--- src/hdl/tlfs_pkg.sv ---
// Shared types and constants for the three-level feedback scheduler.
// No dependencies; compiled first.
package tlfs_pkg;

    localparam int DEF_TASK_SLOTS = 8;
    localparam int NUM_LEVELS     = 3;
    localparam int LVL_W          = 2;
    localparam int QUANT_W        = 4;
    localparam int TIME_W         = 8;
    localparam int SLOT_IN_W      = 3;
    localparam int CFG_IDX_W      = 2;
    localparam int CFG_DATA_W     = 4;

    typedef enum logic [1:0] {
        ST_ADMITTED = 2'd0,
        ST_RAN      = 2'd1,
        ST_IDLE     = 2'd2,
        ST_BUSY     = 2'd3
    } t_status;

    typedef enum logic {
        ACT_ADMIT    = 1'b0,
        ACT_DISPATCH = 1'b1
    } t_action;

    typedef enum logic [CFG_IDX_W-1:0] {
        CFG_QUANT0 = 2'd0,
        CFG_QUANT1 = 2'd1,
        CFG_QUANT2 = 2'd2
    } t_cfg_idx;

    localparam logic [LVL_W-1:0] LVL_TOP = 2'd0;
    localparam logic [LVL_W-1:0] LVL_MID = 2'd1;
    localparam logic [LVL_W-1:0] LVL_BOT = 2'd2;

    localparam logic [QUANT_W-1:0] QUANT0_RST = 4'd1;
    localparam logic [QUANT_W-1:0] QUANT1_RST = 4'd4;
    localparam logic [QUANT_W-1:0] QUANT2_RST = 4'd7;

    typedef struct packed {
        logic             pop_en;
        logic [LVL_W-1:0] pop_lvl;
        logic             push_en;
        logic [LVL_W-1:0] push_lvl;
    } t_fifo_ctl;

    typedef struct packed {
        t_action              action;
        logic [SLOT_IN_W-1:0] task_slot;
        logic [TIME_W-1:0]    burst_time;
    } t_item;

    typedef struct packed {
        t_status              status;
        logic [SLOT_IN_W-1:0] ran_slot;
        logic [LVL_W-1:0]     run_level;
        logic [QUANT_W-1:0]   time_used;
        logic [TIME_W-1:0]    time_left;
        logic [TIME_W-1:0]    cpu_total;
        logic                 finished;
    } t_result;

endpackage

--- src/hdl/tlfs_in_if.sv ---
// Request channel: admit or dispatch items, valid/ready.
// Depends on tlfs_pkg for field widths.
interface tlfs_in_if;
    logic                           valid;
    logic                           ready;
    logic                           action;
    logic [tlfs_pkg::SLOT_IN_W-1:0] task_slot;
    logic [tlfs_pkg::TIME_W-1:0]    burst_time;

    modport source (output valid, action, task_slot, burst_time, input ready);
    modport sink   (input valid, action, task_slot, burst_time, output ready);
endinterface

--- src/hdl/tlfs_out_if.sv ---
// Result channel: one result per request, valid/ready.
// Depends on tlfs_pkg for field widths.
interface tlfs_out_if;
    logic                           valid;
    logic                           ready;
    logic [1:0]                     status;
    logic [tlfs_pkg::SLOT_IN_W-1:0] ran_slot;
    logic [tlfs_pkg::LVL_W-1:0]     run_level;
    logic [tlfs_pkg::QUANT_W-1:0]   time_used;
    logic [tlfs_pkg::TIME_W-1:0]    time_left;
    logic [tlfs_pkg::TIME_W-1:0]    cpu_total;
    logic                           finished;

    modport source (output valid, status, ran_slot, run_level, time_used, time_left,
                    cpu_total, finished, input ready);
    modport sink   (input valid, status, ran_slot, run_level, time_used, time_left,
                    cpu_total, finished, output ready);
endinterface

--- src/hdl/tlfs_level_fifos.sv ---
// Three slot-number queues, one per feedback level, head always at entry 0.
// Depends on tlfs_pkg.
module tlfs_level_fifos #(
    parameter  int TASK_SLOTS = tlfs_pkg::DEF_TASK_SLOTS,
    localparam int SLOT_W     = $clog2(TASK_SLOTS)
) (
    input  logic                                         i_clk,
    input  logic                                         i_rst_n,
    input  tlfs_pkg::t_fifo_ctl                          i_ctl,
    input  logic [SLOT_W-1:0]                            i_push_slot,
    output logic [tlfs_pkg::NUM_LEVELS-1:0]              o_nonempty,
    output logic [tlfs_pkg::NUM_LEVELS-1:0][SLOT_W-1:0]  o_head
);
    import tlfs_pkg::*;

    localparam int CNT_W = $clog2(TASK_SLOTS + 1);

    logic [SLOT_W-1:0] r_q [NUM_LEVELS][TASK_SLOTS];
    logic [SLOT_W-1:0] n_q [NUM_LEVELS][TASK_SLOTS];
    logic [CNT_W-1:0]  r_cnt [NUM_LEVELS];
    logic [CNT_W-1:0]  n_cnt [NUM_LEVELS];
    logic [NUM_LEVELS-1:0] pop_hit;
    logic [NUM_LEVELS-1:0] push_hit;

    always_comb begin
        for (int l = 0; l < NUM_LEVELS; l++) begin
            pop_hit[l]  = i_ctl.pop_en && (i_ctl.pop_lvl == LVL_W'(l));
            push_hit[l] = i_ctl.push_en && (i_ctl.push_lvl == LVL_W'(l));
        end
    end

    always_comb begin
        n_q   = r_q;
        n_cnt = r_cnt;
        for (int l = 0; l < NUM_LEVELS; l++) begin
            if (pop_hit[l]) begin
                for (int i = 0; i < TASK_SLOTS - 1; i++) begin
                    n_q[l][i] = r_q[l][i+1];
                end
                n_cnt[l] = r_cnt[l] - CNT_W'(1);
            end
            if (push_hit[l]) begin
                for (int i = 0; i < TASK_SLOTS; i++) begin
                    if (n_cnt[l] == CNT_W'(i)) begin
                        n_q[l][i] = i_push_slot;
                    end
                end
                n_cnt[l] = n_cnt[l] + CNT_W'(1);
            end
        end
    end

    always_ff @(posedge i_clk) begin
        if (!i_rst_n) begin
            for (int l = 0; l < NUM_LEVELS; l++) begin
                r_cnt[l] <= '0;
            end
        end else begin
            r_cnt <= n_cnt;
        end
    end

    always_ff @(posedge i_clk) begin
        r_q <= n_q;
    end

    always_comb begin
        for (int l = 0; l < NUM_LEVELS; l++) begin
            o_head[l]     = r_q[l][0];
            o_nonempty[l] = (r_cnt[l] != '0);
        end
    end

endmodule

--- src/hdl/three_level_feedback_scheduler.sv ---
// Top level of the three-level feedback queue scheduler.
// Depends on tlfs_pkg, tlfs_in_if, tlfs_out_if and tlfs_level_fifos.
//
// Each request (admit a task into a slot, or dispatch one quantum) yields
// exactly one result. A request passes an input register and is resolved
// against the slot tables and the three level queues, whose update lands in
// the same edge as the result register; the next request therefore sees the
// new state, and one request is taken every cycle while the result is not
// held back. Both sides stall independently: a waiting result does not stop
// the input register from filling. Quantum registers may be written only
// while no request is in flight.
module three_level_feedback_scheduler #(
    parameter int TASK_SLOTS = tlfs_pkg::DEF_TASK_SLOTS
) (
    input  logic                              i_clk,
    input  logic                              i_rst_n,
    tlfs_in_if.sink                           i_req,
    tlfs_out_if.source                        o_rsp,
    input  logic                              i_cfg_we,
    input  logic [tlfs_pkg::CFG_IDX_W-1:0]    i_cfg_idx,
    input  logic [tlfs_pkg::CFG_DATA_W-1:0]   i_cfg_data
);
    import tlfs_pkg::*;

    localparam int SLOT_W = $clog2(TASK_SLOTS);
    localparam int IW     = (SLOT_W > SLOT_IN_W) ? SLOT_W : SLOT_IN_W;

    logic [QUANT_W-1:0] r_quant0, r_quant1, r_quant2;
    logic               r_in_vld;
    t_item              r_in;
    logic               r_out_vld;
    t_result            r_out;
    logic [TASK_SLOTS-1:0] r_busy;
    logic [TIME_W-1:0]  r_rem  [TASK_SLOTS];
    logic [TIME_W-1:0]  r_used [TASK_SLOTS];

    logic               advance;
    logic [IW-1:0]      slot_ext;
    logic [SLOT_W-1:0]  adm_idx;
    logic               adm_bad;
    logic               adm_ok;
    logic [NUM_LEVELS-1:0]             ne;
    logic [NUM_LEVELS-1:0][SLOT_W-1:0] heads;
    logic               any_ready;
    logic [LVL_W-1:0]   lvl;
    logic [LVL_W-1:0]   next_lvl;
    logic [SLOT_W-1:0]  head;
    logic [IW-1:0]      head_ext;
    logic [QUANT_W-1:0] quant;
    logic [TIME_W-1:0]  rem;
    logic [QUANT_W-1:0] run;
    logic [TIME_W-1:0]  new_rem;
    logic [TIME_W-1:0]  new_used;
    logic               fin;
    logic               disp_ok;
    t_result            n_res;
    t_fifo_ctl          fifo_ctl;
    logic [SLOT_W-1:0]  push_slot;

    assign advance     = r_in_vld && (!r_out_vld || o_rsp.ready);
    assign i_req.ready = !r_in_vld || advance;

    always_ff @(posedge i_clk) begin
        if (!i_rst_n) begin
            r_quant0 <= QUANT0_RST;
            r_quant1 <= QUANT1_RST;
            r_quant2 <= QUANT2_RST;
        end else if (i_cfg_we) begin
            case (i_cfg_idx)
                CFG_QUANT0: r_quant0 <= i_cfg_data;
                CFG_QUANT1: r_quant1 <= i_cfg_data;
                CFG_QUANT2: r_quant2 <= i_cfg_data;
                default: ;
            endcase
        end
    end

    always_ff @(posedge i_clk) begin
        if (!i_rst_n) begin
            r_in_vld <= 1'b0;
        end else if (i_req.ready) begin
            r_in_vld <= i_req.valid;
        end
    end

    always_ff @(posedge i_clk) begin
        if (i_req.valid && i_req.ready) begin
            r_in.action     <= t_action'(i_req.action);
            r_in.task_slot  <= i_req.task_slot;
            r_in.burst_time <= i_req.burst_time;
        end
    end

    assign slot_ext  = IW'(r_in.task_slot);
    assign adm_idx   = slot_ext[SLOT_W-1:0];
    assign adm_bad   = (32'(r_in.task_slot) >= 32'(TASK_SLOTS)) || r_busy[adm_idx];
    assign any_ready = |ne;

    always_comb begin
        if (ne[0]) begin
            lvl = LVL_TOP;
        end else if (ne[1]) begin
            lvl = LVL_MID;
        end else begin
            lvl = LVL_BOT;
        end
    end

    always_comb begin
        case (lvl)
            LVL_TOP: begin
                quant    = r_quant0;
                next_lvl = LVL_MID;
            end
            LVL_MID: begin
                quant    = r_quant1;
                next_lvl = LVL_BOT;
            end
            default: begin
                quant    = r_quant2;
                next_lvl = LVL_BOT;
            end
        endcase
    end

    assign head     = heads[lvl];
    assign head_ext = IW'(head);
    assign rem      = r_rem[head];
    assign run      = (rem < TIME_W'(quant)) ? rem[QUANT_W-1:0] : quant;
    assign new_rem  = rem - TIME_W'(run);
    assign new_used = r_used[head] + TIME_W'(run);
    assign fin      = (new_rem == '0);
    assign adm_ok   = advance && (r_in.action == ACT_ADMIT) && !adm_bad;
    assign disp_ok  = advance && (r_in.action == ACT_DISPATCH) && any_ready;

    always_comb begin
        n_res = '0;
        case (r_in.action)
            ACT_ADMIT: begin
                n_res.ran_slot = r_in.task_slot;
                if (adm_bad) begin
                    n_res.status = ST_BUSY;
                end else begin
                    n_res.status    = ST_ADMITTED;
                    n_res.time_left = r_in.burst_time;
                end
            end
            ACT_DISPATCH: begin
                if (!any_ready) begin
                    n_res.status = ST_IDLE;
                end else begin
                    n_res.status    = ST_RAN;
                    n_res.ran_slot  = head_ext[SLOT_IN_W-1:0];
                    n_res.run_level = lvl;
                    n_res.time_used = run;
                    n_res.time_left = new_rem;
                    n_res.cpu_total = new_used;
                    n_res.finished  = fin;
                end
            end
            default: ;
        endcase
    end

    always_comb begin
        fifo_ctl.pop_en   = disp_ok;
        fifo_ctl.pop_lvl  = lvl;
        fifo_ctl.push_en  = adm_ok || (disp_ok && !fin);
        fifo_ctl.push_lvl = adm_ok ? LVL_TOP : next_lvl;
        push_slot         = adm_ok ? adm_idx : head;
    end

    tlfs_level_fifos #(
        .TASK_SLOTS (TASK_SLOTS)
    ) u_fifos (
        .i_clk       (i_clk),
        .i_rst_n     (i_rst_n),
        .i_ctl       (fifo_ctl),
        .i_push_slot (push_slot),
        .o_nonempty  (ne),
        .o_head      (heads)
    );

    always_ff @(posedge i_clk) begin
        if (!i_rst_n) begin
            r_busy <= '0;
        end else if (adm_ok) begin
            r_busy[adm_idx] <= 1'b1;
        end else if (disp_ok && fin) begin
            r_busy[head] <= 1'b0;
        end
    end

    always_ff @(posedge i_clk) begin
        if (adm_ok) begin
            r_rem[adm_idx]  <= r_in.burst_time;
            r_used[adm_idx] <= '0;
        end else if (disp_ok) begin
            r_rem[head]  <= new_rem;
            r_used[head] <= new_used;
        end
    end

    always_ff @(posedge i_clk) begin
        if (!i_rst_n) begin
            r_out_vld <= 1'b0;
        end else if (advance) begin
            r_out_vld <= 1'b1;
        end else if (o_rsp.ready) begin
            r_out_vld <= 1'b0;
        end
    end

    always_ff @(posedge i_clk) begin
        if (advance) begin
            r_out <= n_res;
        end
    end

    assign o_rsp.valid     = r_out_vld;
    assign o_rsp.status    = r_out.status;
    assign o_rsp.ran_slot  = r_out.ran_slot;
    assign o_rsp.run_level = r_out.run_level;
    assign o_rsp.time_used = r_out.time_used;
    assign o_rsp.time_left = r_out.time_left;
    assign o_rsp.cpu_total = r_out.cpu_total;
    assign o_rsp.finished  = r_out.finished;

    a_busy_matches_queues: assert property (@(posedge i_clk) disable iff (!i_rst_n)
        (|r_busy) == any_ready)
        else $error("busy slots and queued levels disagree");

    a_finish_frees_slot: assert property (@(posedge i_clk) disable iff (!i_rst_n)
        (disp_ok && fin) |=> !r_busy[$past(head)])
        else $error("finished task still holds its slot");

    a_finished_empty: assert property (@(posedge i_clk) disable iff (!i_rst_n)
        (r_out_vld && r_out.finished) |-> (r_out.status == ST_RAN && r_out.time_left == '0))
        else $error("finished result with time left");

    a_run_within_quantum: assert property (@(posedge i_clk) disable iff (!i_rst_n)
        disp_ok |-> (run <= quant && TIME_W'(run) <= rem))
        else $error("run exceeds quantum or remaining time");

endmodule
--- src/flat_wrapper.sv ---
// flat-port wrapper written by rule: the top's interface ports become plain ports
module three_level_feedback_scheduler_flat import tlfs_pkg::*;
#(
    parameter int TASK_SLOTS = tlfs_pkg::DEF_TASK_SLOTS
)
  (i_clk, i_rst_n, i_cfg_we, i_cfg_idx, i_cfg_data, i_req_valid, i_req_action, i_req_task_slot, i_req_burst_time, i_req_ready, o_rsp_valid, o_rsp_status, o_rsp_ran_slot, o_rsp_run_level, o_rsp_time_used, o_rsp_time_left, o_rsp_cpu_total, o_rsp_finished, o_rsp_ready);
  tlfs_in_if i_req_i ();
  tlfs_out_if o_rsp_i ();
  input  logic i_clk;
  input  logic i_rst_n;
  input  logic i_cfg_we;
  input  logic [tlfs_pkg::CFG_IDX_W-1:0] i_cfg_idx;
  input  logic [tlfs_pkg::CFG_DATA_W-1:0] i_cfg_data;
  input wire logic [$bits(i_req_i.valid)-1:0] i_req_valid;
  input wire logic [$bits(i_req_i.action)-1:0] i_req_action;
  input wire logic [$bits(i_req_i.task_slot)-1:0] i_req_task_slot;
  input wire logic [$bits(i_req_i.burst_time)-1:0] i_req_burst_time;
  output wire logic [$bits(i_req_i.ready)-1:0] i_req_ready;
  output wire logic [$bits(o_rsp_i.valid)-1:0] o_rsp_valid;
  output wire logic [$bits(o_rsp_i.status)-1:0] o_rsp_status;
  output wire logic [$bits(o_rsp_i.ran_slot)-1:0] o_rsp_ran_slot;
  output wire logic [$bits(o_rsp_i.run_level)-1:0] o_rsp_run_level;
  output wire logic [$bits(o_rsp_i.time_used)-1:0] o_rsp_time_used;
  output wire logic [$bits(o_rsp_i.time_left)-1:0] o_rsp_time_left;
  output wire logic [$bits(o_rsp_i.cpu_total)-1:0] o_rsp_cpu_total;
  output wire logic [$bits(o_rsp_i.finished)-1:0] o_rsp_finished;
  input wire logic [$bits(o_rsp_i.ready)-1:0] o_rsp_ready;
  assign i_req_i.valid = i_req_valid;
  assign i_req_i.action = i_req_action;
  assign i_req_i.task_slot = i_req_task_slot;
  assign i_req_i.burst_time = i_req_burst_time;
  assign i_req_ready = i_req_i.ready;
  assign o_rsp_valid = o_rsp_i.valid;
  assign o_rsp_status = o_rsp_i.status;
  assign o_rsp_ran_slot = o_rsp_i.ran_slot;
  assign o_rsp_run_level = o_rsp_i.run_level;
  assign o_rsp_time_used = o_rsp_i.time_used;
  assign o_rsp_time_left = o_rsp_i.time_left;
  assign o_rsp_cpu_total = o_rsp_i.cpu_total;
  assign o_rsp_finished = o_rsp_i.finished;
  assign o_rsp_i.ready = o_rsp_ready;
  three_level_feedback_scheduler #(.TASK_SLOTS(TASK_SLOTS)) u_core (.i_clk(i_clk), .i_rst_n(i_rst_n), .i_req(i_req_i), .o_rsp(o_rsp_i), .i_cfg_we(i_cfg_we), .i_cfg_idx(i_cfg_idx), .i_cfg_data(i_cfg_data));
endmodule
--- config.mk ---
export PLATFORM = sky130hd
export DESIGN_NAME = three_level_feedback_scheduler_flat
export DESIGN_NICKNAME = d
export VERILOG_FILES = /design/src/hdl/tlfs_pkg.sv /design/src/hdl/tlfs_in_if.sv /design/src/hdl/tlfs_out_if.sv /design/src/hdl/tlfs_level_fifos.sv /design/src/hdl/three_level_feedback_scheduler.sv /design/src/flat_wrapper.sv
export SDC_FILE = /design/constraint.sdc
export NUM_CORES = 1
export LEC_CHECK = 0
export ABC_CLOCK_PERIOD_IN_PS = 8200
export BUFFER_PORTS_ARGS = -buffer_cell sky130_fd_sc_hd__buf_4
export CORE_UTILIZATION = 31
export DETAILED_ROUTE_END_ITERATION = 7
export GPL_TIMING_DRIVEN = 0
export HOLD_SLACK_MARGIN = 0.05
export PLACE_DENSITY_LB_ADDON = 0.08
export SYNTH_ARGS = -nofsm -noshare
export SYNTH_HDL_FRONTEND = slang
export SYNTH_SLANG_ARGS = --single-unit
--- constraint.sdc ---
create_clock -name i_clk -period 8.2 [get_ports i_clk]
set_clock_uncertainty 0.05 [all_clocks]
set_input_delay 1.64 -clock i_clk [delete_from_list [all_inputs] [get_ports i_clk]]
set_output_delay 1.64 -clock i_clk [all_outputs]
set_load 0.03 [all_outputs]
==> qor.yml <==
root_buffer: "clkbuf_16"
routed_via_density: 5.25
yosysTopAreaCell: "edfxtp_1"
cp_slowest_stage_delay_ps: 480
htreeDepth: 2
gr-usage-all-layers: 0.185
synthMuxAreaShare: 0.115
synth_area_leaders: "edfxtp_1 (41%), dfxtp_1 (15%), mux2i_1 (9.6%), nand2_1 (3.7%), nor2_1 (2.4%)"
synth_compound_area_frac: 0.126
portBuffers: 52
synthCells: 1151
io_pins: 53
slew_viol_final: 0
synth_top_area_frac: 0.406
drtAntennaViolNets: 0
die_w_um: 208
syn-cell-area_mm2: 0.0131
cap_violations: 0
clk_latency_ps: 560
p_per_area_mw_per_mm2: 296
yosys_warnings: 0
cts_tree: "yes"
synth_edf_count: 177
antenna_found_initial: 0
synth_flop_cell: "edfxtp_1"
vias: 9494
crit_top_cell: "ha_1"
max_freq_mhz: 132
clkSlewWorstSetupHoldPaths_ps: 60
synth-simple-area-share: 0.132
dr.first_iter.drc_count: 753
crit_buf_inv: 9
dieArea_mm2: 0.0431
gp_congestion: 0.854
rsz0062_at_grt: "false"
clockBufferDepth: 3
setup_violations: 0
synth-adder-area-share: 0.0255
rows: 74
grt_pass1_vias: 9234
slowest_stage: "a211oi_4"
synth_top_family_by_area: "simple AND/OR/NAND/NOR gates"
wl_mm: 39.9
core_area_mm2: 0.0413
drcViolationCount: 0
async_flop_share: 0
avgSynthCellArea_um2: 11.4
outcome: "finished clean"
max_slew.worst_pin.slew_ps: 1380
irDropWorstVdd_mv: 0.130
ys_seq_elements: 274
layout-drive-gt1-share: 0.141
diodes: 0
required_ps: 8430
finalCriticalPeriod_ps: 7590
ys_types: 84
cellLeakagePower_nw: 6.05
layout-area-overhead-vs-synth_pct: 19.0
hp-class: "flip-flop to flip-flop"
critPathKind: "flip-flop to flip-flop"
synth-xor-area-share: 0.0174
wl_per_cell_um: 22.0
nets: 1300
cts_inserted_buffers: 35
grt_first_pass_wirelength_mm: 59.6
grt_overflow: 0
utilization: 0.378
fin_hold_ws_ps: 418
cp.arrival_ps: 7820
hold_viol: 0
floorplan.initialDensity: 0.317
crit_path_start_kind: "flip-flop"
relSlewSlack: 0.0676
period_share: 0.926
crit_family: "compound AO/OA/AOI/OAI gates"
first_pass_iters: 5
syn-num-nets: 1198
die_y_um: 208
hpwl_mm: 28.3
worstSetupEndpointType: "flip-flop"
cts.sink_count: 274
synth_seq_area_share: 0.554
grt_max_degree: 36
cp_max_fo: 10
-- timing repair --
item,CTS,global route
hold buffers,0,0
buffers inserted,0,3
gates resized for setup,6,7
pin swaps,0,0
endpoints found under the setup margin,89,75
-- area by class of cell --
class	instances	area, um2
Multi-Input combinational cell	781	5530
Buffer	56	245
Inverter	40	150
Timing Repair Buffer	65	614
Clock buffer	48	991
Tap cell	532	666
Clock inverter	12	145
Fill cell	4029	25700
Sequential cell	274	7260
-- report_power, final --
part | switching [W] | internal, W | total [W]
Sequential | 0.0000720 | 0.00159 | 0.00166
Combinational | 0.000957 | 0.000462 | 0.00142
Clock | 0.000611 | 0.000916 | 0.00153
Total | 0.00164 | 0.00297 | 0.00461
-- cell families (layout without fill, tap and decap cells) --
family	Yosys count	count (layout)
AND/OR/NAND/NOR	359	359
flip-flops	274	274
AO/OA/AOI/OAI	231	231
multiplexers	138	138
buffers and inverters	96	221
adder cells (fa/ha/maj)	27	27
XOR/XNOR	26	26
-- cells in the mapped netlist, types with 10 or more instances --
cell and number:
edfxtp_1 177, nand2_1 130, mux2i_1 126, dfxtp_1 97, nor2_1 85, o21ai_0 49, clkbuf_1 43, a21oi_1 38
inv_1 38, nand3_1 35, a31oi_1 26, ha_1 24, nor3_1 20, and3_1 15, xnor2_1 14, nor4_1 13
a211oi_1 12, and2_1 12, xor2_1 12, o22ai_1 11, nor2b_1 10
-- worst paths after layout --
path | start | end | cells past startpoint | slack (ps)
setup reg to reg | u_core.u_fifos.r_cnt[4]$_SDFF_PN0_ | u_core.u_fifos.r_q[24]$_DFFE_PP_ | 28 | 610
hold reg to reg | u_core.u_fifos.r_q[67]$_DFF_P_ | u_core.u_fifos.o_head[1]$_DFF_P_ | 2 | 420
hold / removal | u_core.u_fifos.r_q[67]$_DFF_P_ | u_core.u_fifos.o_head[1]$_DFF_P_ | 2 | 420
setup / recovery | u_core.u_fifos.r_cnt[4]$_SDFF_PN0_ | u_core.u_fifos.r_q[24]$_DFFE_PP_ | 28 | 610
-- sequential cells by signal, indices dropped and copies added, names as in the netlist, 8 cells and up --
name                    count
u_core.u_fifos.r_q         63
u_core.o_rsp.time_left      8
u_core.r_used              64
u_core.r_in                 9
u_core.u_fifos.o_head       9
u_core.u_fifos.r_cnt       12
u_core.r_busy               8
u_core.r_rem               64
u_core.o_rsp.cpu_total      8
-- tightest hold or removal path, delay by kind of cell, from the launching register on --
family	cells	cell delay [ps]
flops	1	300
simple gates	1	50
compound gates	1	70
-- layout by cell type (no fill, tap or decap), drive strengths merged, types with 7 or more instances in the layout --
cell type / Yosys / final
and3: 15 / 15
a22oi: 7 / 7
a32oi: 7 / 7
a31oi: 26 / 26
dfxtp: 97 / 97
nand2: 130 / 130
clkinv: 2 / 10
a211oi: 15 / 15
nor4: 16 / 16
nor3: 20 / 20
clkbuf: 43 / 91
ha: 24 / 24
mux2i: 126 / 126
edfxtp: 177 / 177
o21ai: 55 / 55
xnor2: 14 / 14
o22ai: 11 / 11
buf: 13 / 78
inv: 38 / 40
nor2: 88 / 88
a21oi: 38 / 38
o2111ai: 9 / 9
mux4: 9 / 9
nor2b: 10 / 10
xor2: 12 / 12
and2: 12 / 12
nand3: 35 / 35
-- metrics by stage --
step	cell area (um2)	power (W)	TNS, ps	setup WS [ps]	cells
after floorplan	13100	0.00259	0	1560	1151
after global placement	14200	0.00306	-58050	-1210	1735
after detailed placement	14400	0.00306	-48370	-1090	1745
final	15600	0.00461	0	611	1808
after CTS	15500	0.00463	0	42.6	1805
after global routing	15600	0.00484	0	100	1808
-- routing by layer --
metal	part of all wire	up-vias	GRT usage
met2	0.42	253	0.264
met5	0	-	0
met1	0.50	4665	0.277
li1	-	4523	-
met3	0.057	53	0.0375
met4	0.022	0	0.0546
Note: power is estimated with default switching activity, not from simulation.
